`src/rtl/assert_macros.svh`:
```
// assertion macros shared by the rune range set engine rtl
// each macro expects clk and rst_n in scope
`ifndef ASSERT_MACROS_SVH
`define ASSERT_MACROS_SVH

// same-cycle implication
`define RRSE_ASSERT_NOW(label, ante, cons, msg) \
    label: assert property (@(posedge clk) disable iff (!rst_n) (ante) |-> (cons)) \
        else $error(msg);

// next-cycle implication
`define RRSE_ASSERT_NEXT(label, ante, cons, msg) \
    label: assert property (@(posedge clk) disable iff (!rst_n) (ante) |=> (cons)) \
        else $error(msg);

`endif

```
`src/rtl/rrse_pkg.sv`:
```
// shared types, codes and helpers for the rune range set engine
// no dependencies
`default_nettype none

package rrse_pkg;

    localparam int DEF_MAX_RANGES = 64;
    localparam int DEF_RUNE_LIMIT = 1114111;

    localparam int RUNE_W      = 21;
    localparam int MODE_W      = 3;
    localparam int STATUS_W    = 2;
    localparam int COUNT_OUT_W = 7;
    localparam int LETTERS     = 26;
    localparam int UPPER_BASE  = 65;   // 'A'
    localparam int LOWER_BASE  = 97;   // 'a'

    localparam logic [MODE_W-1:0] MODE_CLEAR    = 3'd0;
    localparam logic [MODE_W-1:0] MODE_ADD      = 3'd1;
    localparam logic [MODE_W-1:0] MODE_CONTAINS = 3'd2;
    localparam logic [MODE_W-1:0] MODE_REMOVE   = 3'd3;
    localparam logic [MODE_W-1:0] MODE_NEGATE   = 3'd4;

    localparam logic [STATUS_W-1:0] STATUS_OK       = 2'd0;
    localparam logic [STATUS_W-1:0] STATUS_FULL     = 2'd1;
    localparam logic [STATUS_W-1:0] STATUS_BAD_MODE = 2'd2;

    typedef enum logic [1:0] {
        OP_ADD,
        OP_CONTAINS,
        OP_REMOVE,
        OP_NEGATE
    } op_t;

    // sequencer to merge unit
    typedef struct packed {
        logic start;
        logic item_vld;
        logic tail;
        op_t  op;
    } unit_ctrl_t;

    // merge unit back to sequencer
    typedef struct packed {
        logic take_new;
        logic found;
        logic covered;
        logic ovf;
    } unit_stat_t;

    // letters whose code lies inside [lo, hi]
    function automatic logic [LETTERS-1:0] letter_span(
        input logic [RUNE_W-1:0] lo,
        input logic [RUNE_W-1:0] hi,
        input int unsigned       base
    );
        logic [LETTERS-1:0] m;
        logic [RUNE_W-1:0]  c;
        m = '0;
        for (int b = 0; b < LETTERS; b++)
        begin
            c    = RUNE_W'(base + b);
            m[b] = (lo <= c) && (c <= hi);
        end
        return m;
    endfunction

endpackage

`default_nettype wire

```
`src/rtl/rrse_merge_unit.sv`:
```
// shared compare and merge unit: consumes one table entry per cycle, none while an
// add takes its new range in, and emits at most one rebuilt range; depends on rrse_pkg and assert_macros.svh
`default_nettype none
`include "assert_macros.svh"

module rrse_merge_unit
    import rrse_pkg::*;
#(
    parameter int MAX_RANGES = DEF_MAX_RANGES,
    parameter int RUNE_LIMIT = DEF_RUNE_LIMIT
) (
    input  wire logic                                clk,
    input  wire logic                                rst_n,
    input  wire unit_ctrl_t                          ctrl,
    input  wire logic [RUNE_W-1:0]                   ent_s,
    input  wire logic [RUNE_W-1:0]                   ent_e,
    input  wire logic [RUNE_W-1:0]                   new_lo,
    input  wire logic [RUNE_W-1:0]                   new_hi,
    output logic                                     wr_en,
    output logic [$clog2(MAX_RANGES)-1:0]            wr_idx,
    output logic [RUNE_W-1:0]                        wr_s,
    output logic [RUNE_W-1:0]                        wr_e,
    output unit_stat_t                               stat,
    output logic [$clog2(MAX_RANGES+1)-1:0]          wcnt,
    output logic [RUNE_W-1:0]                        sum
);

    localparam int AW = $clog2(MAX_RANGES);
    localparam int CW = $clog2(MAX_RANGES + 1);
    localparam logic [RUNE_W-1:0] LIMIT = RUNE_W'(RUNE_LIMIT);
    localparam logic [CW-1:0]     FULL  = CW'(MAX_RANGES);

    logic              acc_v_reg, acc_v_next;
    logic [RUNE_W-1:0] acc_s_reg, acc_s_next;
    logic [RUNE_W-1:0] acc_e_reg, acc_e_next;
    logic              ins_reg, ins_next;
    logic [RUNE_W-1:0] nlo_reg, nlo_next;
    logic [CW-1:0]     wcnt_reg;
    logic [RUNE_W-1:0] sum_reg;
    logic              found_reg, found_next;
    logic              covered_reg, covered_next;
    logic              ovf_reg;

    logic              take_new;
    logic [RUNE_W-1:0] x_s, x_e;
    logic              em_v;
    logic [RUNE_W-1:0] em_s, em_e;
    logic              full;

    always_comb
    begin
        take_new = (ctrl.op == OP_ADD) && ctrl.item_vld && !ins_reg
                   && (ctrl.tail || (new_lo <= ent_s));
        x_s = take_new ? new_lo : ent_s;
        x_e = take_new ? new_hi : ent_e;

        em_v         = 1'b0;
        em_s         = acc_s_reg;
        em_e         = acc_e_reg;
        acc_v_next   = acc_v_reg;
        acc_s_next   = acc_s_reg;
        acc_e_next   = acc_e_reg;
        ins_next     = ins_reg;
        nlo_next     = nlo_reg;
        found_next   = found_reg;
        covered_next = covered_reg;

        if (ctrl.item_vld)
        begin
            case (ctrl.op)
                OP_ADD:
                begin
                    if (ctrl.tail && !take_new)
                    begin
                        // flush the range still being built
                        em_v = acc_v_reg;
                    end
                    else
                    begin
                        if (!take_new && (ent_s <= new_lo) && (new_hi <= ent_e))
                        begin
                            covered_next = 1'b1;
                        end
                        if (take_new)
                        begin
                            ins_next = 1'b1;
                        end
                        if (!acc_v_reg)
                        begin
                            acc_v_next = 1'b1;
                            acc_s_next = x_s;
                            acc_e_next = x_e;
                        end
                        else if ({1'b0, x_s} <= ({1'b0, acc_e_reg} + (RUNE_W+1)'(1)))
                        begin
                            // overlapping or abutting: extend
                            if (x_e > acc_e_reg)
                            begin
                                acc_e_next = x_e;
                            end
                        end
                        else
                        begin
                            em_v       = 1'b1;
                            acc_s_next = x_s;
                            acc_e_next = x_e;
                        end
                    end
                end
                OP_CONTAINS:
                begin
                    if (!ctrl.tail && (ent_s <= new_lo) && (new_lo <= ent_e))
                    begin
                        found_next = 1'b1;
                    end
                end
                OP_REMOVE:
                begin
                    if (!ctrl.tail && (ent_s <= new_lo))
                    begin
                        em_v = 1'b1;
                        em_s = ent_s;
                        em_e = (ent_e > new_lo) ? new_lo : ent_e;
                    end
                end
                OP_NEGATE:
                begin
                    if (!ctrl.tail)
                    begin
                        if (ent_s > nlo_reg)
                        begin
                            em_v = 1'b1;
                            em_s = nlo_reg;
                            em_e = ent_s - RUNE_W'(1);
                        end
                        nlo_next = ent_e + RUNE_W'(1);
                    end
                    else if (nlo_reg <= LIMIT)
                    begin
                        em_v = 1'b1;
                        em_s = nlo_reg;
                        em_e = LIMIT;
                    end
                end
                default:
                begin
                    em_v = 1'b0;
                end
            endcase
        end

        full  = (wcnt_reg == FULL);
        wr_en = em_v && !full;
    end

    always_ff @(posedge clk or negedge rst_n)
    begin
        if (!rst_n)
        begin
            acc_v_reg   <= 1'b0;
            ins_reg     <= 1'b0;
            wcnt_reg    <= '0;
            found_reg   <= 1'b0;
            covered_reg <= 1'b0;
            ovf_reg     <= 1'b0;
        end
        else if (ctrl.start)
        begin
            acc_v_reg   <= 1'b0;
            ins_reg     <= 1'b0;
            wcnt_reg    <= '0;
            found_reg   <= 1'b0;
            covered_reg <= 1'b0;
            ovf_reg     <= 1'b0;
        end
        else
        begin
            acc_v_reg   <= acc_v_next;
            ins_reg     <= ins_next;
            found_reg   <= found_next;
            covered_reg <= covered_next;
            ovf_reg     <= ovf_reg | (em_v && full);
            if (wr_en)
            begin
                wcnt_reg <= wcnt_reg + CW'(1);
            end
        end
    end

    // payload side
    always_ff @(posedge clk)
    begin
        if (ctrl.start)
        begin
            nlo_reg <= '0;
            sum_reg <= '0;
        end
        else
        begin
            nlo_reg <= nlo_next;
            if (wr_en)
            begin
                sum_reg <= sum_reg + (em_e - em_s) + RUNE_W'(1);
            end
        end
        acc_s_reg <= acc_s_next;
        acc_e_reg <= acc_e_next;
    end

    assign wr_idx = wcnt_reg[AW-1:0];
    assign wr_s   = em_s;
    assign wr_e   = em_e;
    assign wcnt   = wcnt_reg;
    assign sum    = sum_reg;
    assign stat   = '{take_new: take_new, found: found_reg,
                      covered: covered_reg, ovf: ovf_reg};

    `RRSE_ASSERT_NOW(a_wr_in_table, wr_en, (wcnt_reg < FULL), "write beyond table")
    `RRSE_ASSERT_NEXT(a_ovf_sticky, (ovf_reg && !ctrl.start), ovf_reg, "overflow flag lost")

endmodule

`default_nettype wire

```
`config.mk`:
```
export PLATFORM = sky130hd
export DESIGN_NAME = rrse_merge_unit
export DESIGN_NICKNAME = d
export VERILOG_FILES = /design/src/rtl/rrse_pkg.sv /design/src/rtl/rrse_merge_unit.sv
export VERILOG_INCLUDE_DIRS = /design/src /design/src/rtl
export SDC_FILE = /design/constraint.sdc
export NUM_CORES = 1
export LEC_CHECK = 0
export BUFFER_PORTS_ARGS = -buffer_cell sky130_fd_sc_hd__buf_2
export CAP_MARGIN = 10
export CORE_ASPECT_RATIO = 0.9
export CORE_MARGIN = 2
export CORE_UTILIZATION = 25
export DETAILED_ROUTE_END_ITERATION = 8
export PLACE_DENSITY = 0.4
export SETUP_SLACK_MARGIN = 0.2
export SKIP_CTS_REPAIR_TIMING = 1
export SYNTH_ARGS = -nofsm -noshare
export SYNTH_HDL_FRONTEND = slang
export SYNTH_SLANG_ARGS = --single-unit
```
`constraint.sdc`:
```
create_clock -name clk -period 7.1 [get_ports clk]
set_clock_uncertainty 0.05 [all_clocks]
set_input_delay 0.71 -clock clk [delete_from_list [all_inputs] [get_ports clk]]
set_output_delay 0.71 -clock clk [all_outputs]
set_load 0.02 [all_outputs]
```
Word level (Yosys, flattened, before mapping)
Cells that the tools add are included.

Equal/unequal tests: 7. Bitwise gates (word level): 3. $lt $le $gt $ge: 9. Add/subtract/negate cells: 7. Reductions and logical operators: 30. Multiplexer cells: 50.

Operator list (number): $mux W21 (18); $le A21 B21 Y1 (4); $pmux W21 S2 (2); $gt A21 B21 Y1 (3); $add A21 B1 Y21 const B (2); $mux W1 (27); $add A21 B1 Y22 const B (1); $le A21 B22 Y1 (1); $add A21 B21 Y21 (1); $le A21 B21 Y1 const B (1); $sub A21 B1 Y21 const B (1); $sub A21 B21 Y21 (1); $reduce_and A4 Y1 (4); $mux W7 (2); $reduce_bool A2 Y1 (7); $logic_and A1 B1 Y1 (10); $reduce_and A3 Y1 (3); $add A7 B1 Y7 const B (1); $eq A7 B7 Y1 const B (1); $eq A2 B2 Y1 const B (2); $logic_not A1 Y1 (4); $ne A2 B2 Y1 const B (2); $ne A3 B2 Y1 const B (1); $pmux W1 S3 (1); 5 further kinds (6).

Register bits after elaboration: 96. Output and inout port bits: 81. Input bits: 91. Logic and storage cells: 116.

Depth between registers and ports, before layout
Depth in word-level cells: 14. Mapped depth: 29. Gate-level depth less buffers: 27.

Worst setup path after synthesis
OpenSTA, ideal clock, no wires.

Path kind: input-to-reg. From: input port new_lo[18]. To: register sum_reg[20] (netlist: sum[20]). Setup slack: 793 ps. Buffers on the path: 2. Data required time: 6930 ps. Library setup time: 120 ps. Stages on the path: 28. Data arrival time: 6137 ps. Path through: inv_1 ha_1 a21oi_1 o21ai_0 nor3_1 o211ai_1 and2_1 clkbuf_1 nand2_1 clkbuf_1 nor2_1 o21ai_0 o21ai_0 a21oi_1 fa_1 ha_1 or2_2 fa_1 a21oi_1 o22ai_1 o21ai_0 o211ai_1 o21ai_0 nand2b_1 a21oi_1 o21a_1 nor3_1 o31a_1.

Elaborated cells between the ends (all ways): 27. Classes of those cells: add/sub (3); order compare (4); mux (14); reduce/logical (6).

RTL lines: start: declaration (RTL line rrse_merge_unit.sv:17) `input wire logic [RUNE_W-1:0] new_lo,`; $gt A21 B21 Y1 or $le A21 B21 Y1 (tied branches) (RTL line rrse_merge_unit.sv:123, rrse_merge_unit.sv:119); $mux W21 or $logic_and A1 B1 Y1 (tied branches) (RTL line rrse_merge_unit.sv:123, rrse_merge_unit.sv:119); $mux W21 * (RTL line rrse_merge_unit.sv:119) `if (!ctrl.tail && (ent_s <= new_lo))`; $pmux W21 S2 * (RTL line rrse_merge_unit.sv:70) `case (ctrl.op)`; $mux W21 * (RTL line rrse_merge_unit.sv:68) `if (ctrl.item_vld)`; named net wr_e[0] (RTL line rrse_merge_unit.sv:22) `output logic [RUNE_W-1:0] wr_e,`; $sub A21 B21 Y21 * (RTL line rrse_merge_unit.sv:203) `sum_reg <= sum_reg + (em_e - em_s) + RUNE_W'(1);`; $add A21 B21 Y21 * (RTL line rrse_merge_unit.sv:203); $add A21 B1 Y21 * (RTL line rrse_merge_unit.sv:203); end signal: assignment (RTL line rrse_merge_unit.sv:203); end: declaration (RTL line rrse_merge_unit.sv:39) `logic [RUNE_W-1:0] sum_reg;`.

Mark *: on every way through the listed nets, which the timed path passes. The rest lies on a longest branch. A chain may end at the register's enable or synchronous reset.

Worst setup path after layout
From: input port ent_s[0]. To: register sum_reg[20] (netlist: sum[20]).

Word-level cells in the longest chain between the ends: 11. Elaborated cells between the ends (all ways): 33. Classes of those cells: add/sub (4); order compare (4); mux (19); reduce/logical (6).

RTL lines: start: declaration (RTL line rrse_merge_unit.sv:15) `input wire logic [RUNE_W-1:0] ent_s,`; branches (longest 11 deep; another with $sub A21 B1 Y21).

Several ways; the timed one is not identified.

==> results_tabular.tex <==
\begin{tabular}{lr}
\hline
Metric & Value \\
\hline
\multicolumn{2}{l}{\textbf{Global routing}} \\
\quad Gr busiest metal & met2 \\
\quad Aggregate global routing overflow & 0 \\
\quad GRT Overall Usage & 0.226 \\
\quad Initial antenna violation count & 2 \\
\quad Number of global-route vias before repair & $\sim$11000 \\
\quad Met2 usage in global routing & 0.362 \\
\quad GRT met3 Usage & 0.0373 \\
\quad Maximum number of pins on one net before global-route repair & between 50 and 60 \\
\quad Met1 usage & 0.317 \\
\quad Global-route wire length before repair & roughly 74000 um \\
\multicolumn{2}{l}{\textbf{Clock tree}} \\
\quad Clock tree buffer depth & 2 \\
\quad Number of clock sinks seen by CTS & between 90 and 100 \\
\quad Clock tree from TritonCTS & built \\
\quad Clock buffers created by TritonCTS & 9 \\
\quad Clk Tree Root Cell & clkbuf\_16 \\
\quad Clock insertion delay at the later pin of the skew report & approximately 0.4 ns \\
\quad Clock-pin slew on the worst setup and hold paths & 0.09 ns \\
\quad H-tree Lvls & 3 \\
\multicolumn{2}{l}{\textbf{Synthesis}} \\
\quad Distinct cell type count of the synthesized netlist & 79 \\
\quad Netlist area before placement & between 10000 and 15000 sq um \\
\quad Synth top area share & 0.175 \\
\quad Synth area leaders & ha\_1 (17\%), edfxtp\_1 (12\%), dfxtp\_1 (7.7\%) \\
\quad Mean Syn Cell Area & roughly 8 sq um \\
\quad Post-Syn Instances & between 1000 and 1500 \\
\quad Top FF cell, synth & edfxtp\_1 \\
\quad Post-synth EDFFs & 42 \\
\quad Synthesized Nets & roughly 1700 \\
\quad Seq cells post-synth & 96 \\
\quad Top cell type by total area after synthesis & ha\_1 \\
\quad Fraction of the yosys area taken by sequential cells & 0.219 \\
\quad Share of async-settable or async-resettable flops after synthesis & 0.125 \\
\quad Number of synthesis warnings & 0 \\
\multicolumn{2}{l}{\textbf{Floorplan}} \\
\quad I/O pin total & between 150 and 200 \\
\quad Starting Density & 0.254 \\
\quad Standard-cell row count & between 70 and 80 \\
\quad Die area & approximately 45000 sq um \\
\quad Die height & 203 um \\
\quad Core Box Area & $\sim$43000 sq um \\
\quad Die span in x & 225 um \\
\multicolumn{2}{l}{\textbf{Drt}} \\
\quad First-pass DRT Iterations & 6 \\
\quad Post-DRT Antenna Nets & 0 \\
\quad Wire per inst & about 24 um \\
\quad Detailed-route vias per instance & between 5 and 6 \\
\quad Detailed-route wire length & just over 50000 um \\
\quad Number of remaining DRC errors & 0 \\
\quad Iteration-0 DRC Markers & just over 900 \\
\quad Via Count & approximately 11000 \\
\multicolumn{2}{l}{\textbf{Setup path}} \\
\quad Endpoint arrival time on the critical path & roughly 6.6 ns \\
\quad Critical Path Fanout Max & 4 \\
\quad Destination of the worst register-to-register timing path & sum[20] \\
\quad Worst Reg-to-Reg Cells & 27 \\
\quad R2R Path Start & nlo\_reg[5] \\
\quad Data required time at the worst endpoint & roughly 7.3 ns \\
\quad Setup crit end kind & register \\
\quad Startpoint type of the worst setup path & input pin \\
\quad Minimum setup slack among reg-to-reg paths & about 0.79 ns \\
\quad Type of the setup path with the least slack & in -> reg \\
\multicolumn{2}{l}{\textbf{Finish}} \\
\quad Post-synthesis to final-layout area growth & 19.1\% \\
\quad Share of cells above drive strength 1 & 0.176 \\
\quad Number of nets in the final layout & 1847 \\
\quad \# fillers & 4770 \\
\multicolumn{2}{l}{\textbf{Power and ir drop}} \\
\quad Static Leak & slightly below 6 nW \\
\quad Total power & 2.26 mW \\
\quad Power density over the cells & approximately 170 nW/um\^{}2 \\
\quad Max IR drop VDD & $\sim$0.000094 V \\
\multicolumn{2}{l}{\textbf{STA}} \\
\quad Final slew viol count & 0 \\
\quad Setup repair after global routing missed its margin & false \\
\quad Headroom to the max-slew limit & 0.212 \\
\quad Tmin final & around 6.4 ns \\
\quad Sum Neg Setup Slack & 0 ns \\
\quad Tightest Pin Transition & $\sim$1.2 ns \\
\quad Maximum clock frequency & between 150 and 200 MHz \\
\quad Fin. Hold Viols & 0 \\
\quad Final Setup Violations & 0 \\
\quad Crit share post-route & 0.896 \\
\multicolumn{2}{l}{\textbf{Placement}} \\
\quad Detailed placement HPWL & approximately 44000 um \\
\quad Number of port buffers & about 170 \\
\quad Final RePlAce weighted congestion & 0.965 \\
\multicolumn{2}{l}{\textbf{Outcome}} \\
\quad Run status & finished clean \\
\multicolumn{2}{l}{\textbf{Job}} \\
\quad MaxCap Viol Count & 0 \\
\multicolumn{2}{l}{\textbf{Min path}} \\
\quad Worst hold path class & in -> async \\
\hline
\end{tabular}
==> layout by cell type (no fill, tap or decap), types with 19 or more instances in the layout <==
master and instances:
edfxtp_1 42, nand2_1 142, fa_1 20, xnor2_1 61, nor2_1 133, a211oi_1 28, nand4_1 38, dfxtp_1 42
a21oi_1 103, nor3_1 19, o21ai_0 104, nand3_1 41, buf_4 67, mux2i_1 25, ha_1 153, buf_2 171
inv_1 136, a22oi_1 26
==> stage by stage <==
stage / hold slack [ns] / instances / util / cell area [sq um] / setup WS, ns
after floorplan: 0.364 / 1395 / - / 10900 / 0.793
after global placement: 0.442 / 2127 / 0.296 / 12700 / 0.407
after detailed placement: 0.444 / 2127 / 0.296 / 12700 / 0.365
after CTS: 0.128 / 2143 / 0.303 / 13000 / 0.767
after global routing: 0.139 / 2143 / 0.303 / 13000 / 0.342
final: 0.134 / 2145 / 0.303 / 13000 / 0.739
==> power breakdown <==
part | internal, mW | switching, mW | leakage (nW)
Clock | 0.249 | 0.276 | 0.143
Sequential | 0.616 | 0.0448 | 0.895
Combinational | 0.411 | 0.666 | 4.78
Total | 1.28 | 0.987 | 5.82
==> worst max-delay path, stage by stage <==
cell       delay [ns]
buf_2            0.15
inv_1            0.18
ha_1             0.24
nand3b_1         0.18
a211oi_2         0.28
o31ai_4          0.13
a2111oi_4        0.52
or2_1            0.30
nor2_8           0.06
nor2b_1          0.11
a41oi_1          0.06
o22ai_1          0.20
a22oi_1          0.13
fa_1             0.58
inv_1            0.05
ha_1             0.18
or2_2            0.31
fa_1             0.40
a21oi_1          0.20
o22ai_1          0.16
o21ai_0          0.28
o211ai_1         0.15
o21ai_0          0.22
nand2b_1         0.08
a21oi_1          0.22
o21a_1           0.18
nor3_1           0.06
o31a_1           0.27
==> worst max-delay path by stage <==
stage	slack, ns	cells past startpoint	end	from
finish	0.74	28	sum[20]	ent_s[0]
global route	0.34	27	sum[20]	nlo_reg[5]
CTS	0.77	27	sum[20]	ent_s[5]
detailed placement	0.37	28	sum[20]	ent_s[0]
global placement	0.41	27	sum[20]	ent_s[5]
floorplan	0.79	28	sum[20]	new_lo[18]
==> logic make-up after synthesis <==
logic type | synth area share
flip-flops | 0.219
buffers and inverters | 0.0762
adder cells (fa/ha/maj) | 0.211
multiplexers | 0.0239
AND/OR/NAND/NOR | 0.188
AO/OA/AOI/OAI | 0.219
XOR/XNOR | 0.0624
==> cell usage after synthesis, types with 37 or more instances <==
library cell,instances
nand3_1,41
ha_1,153
nand4_1,38
edfxtp_1,42
dfxtp_1,42
inv_1,136
xnor2_1,61
nor2_1,134
a21oi_1,103
o21ai_0,104
nand2_1,142
clkbuf_1,37
==> routing by layer <==
layer	vias up	wire (um)
li1	5367	-
met1	5304	23900
met2	407	23300
met3	41	3440
met4	2	913
met5	-	13
==> cell type report <==
| type | instances | area, sq um | share of cell area |
|---|---|---|---|
| inverters | 138 | 520 | 0.0399 |
| clock inverters | 7 | 72.6 | 0.00557 |
| multi-input cells | 1098 | 7720 | 0.592 |
| well taps | 555 | 694 | 0.0533 |
| repair buffers | 240 | 1400 | 0.107 |
| clock buffers | 9 | 225 | 0.0173 |
| flip-flops and latches | 96 | 2400 | 0.184 |
| diodes | 2 | 5.00 | 0.000384 |
(Power assumes the default switching activity.)
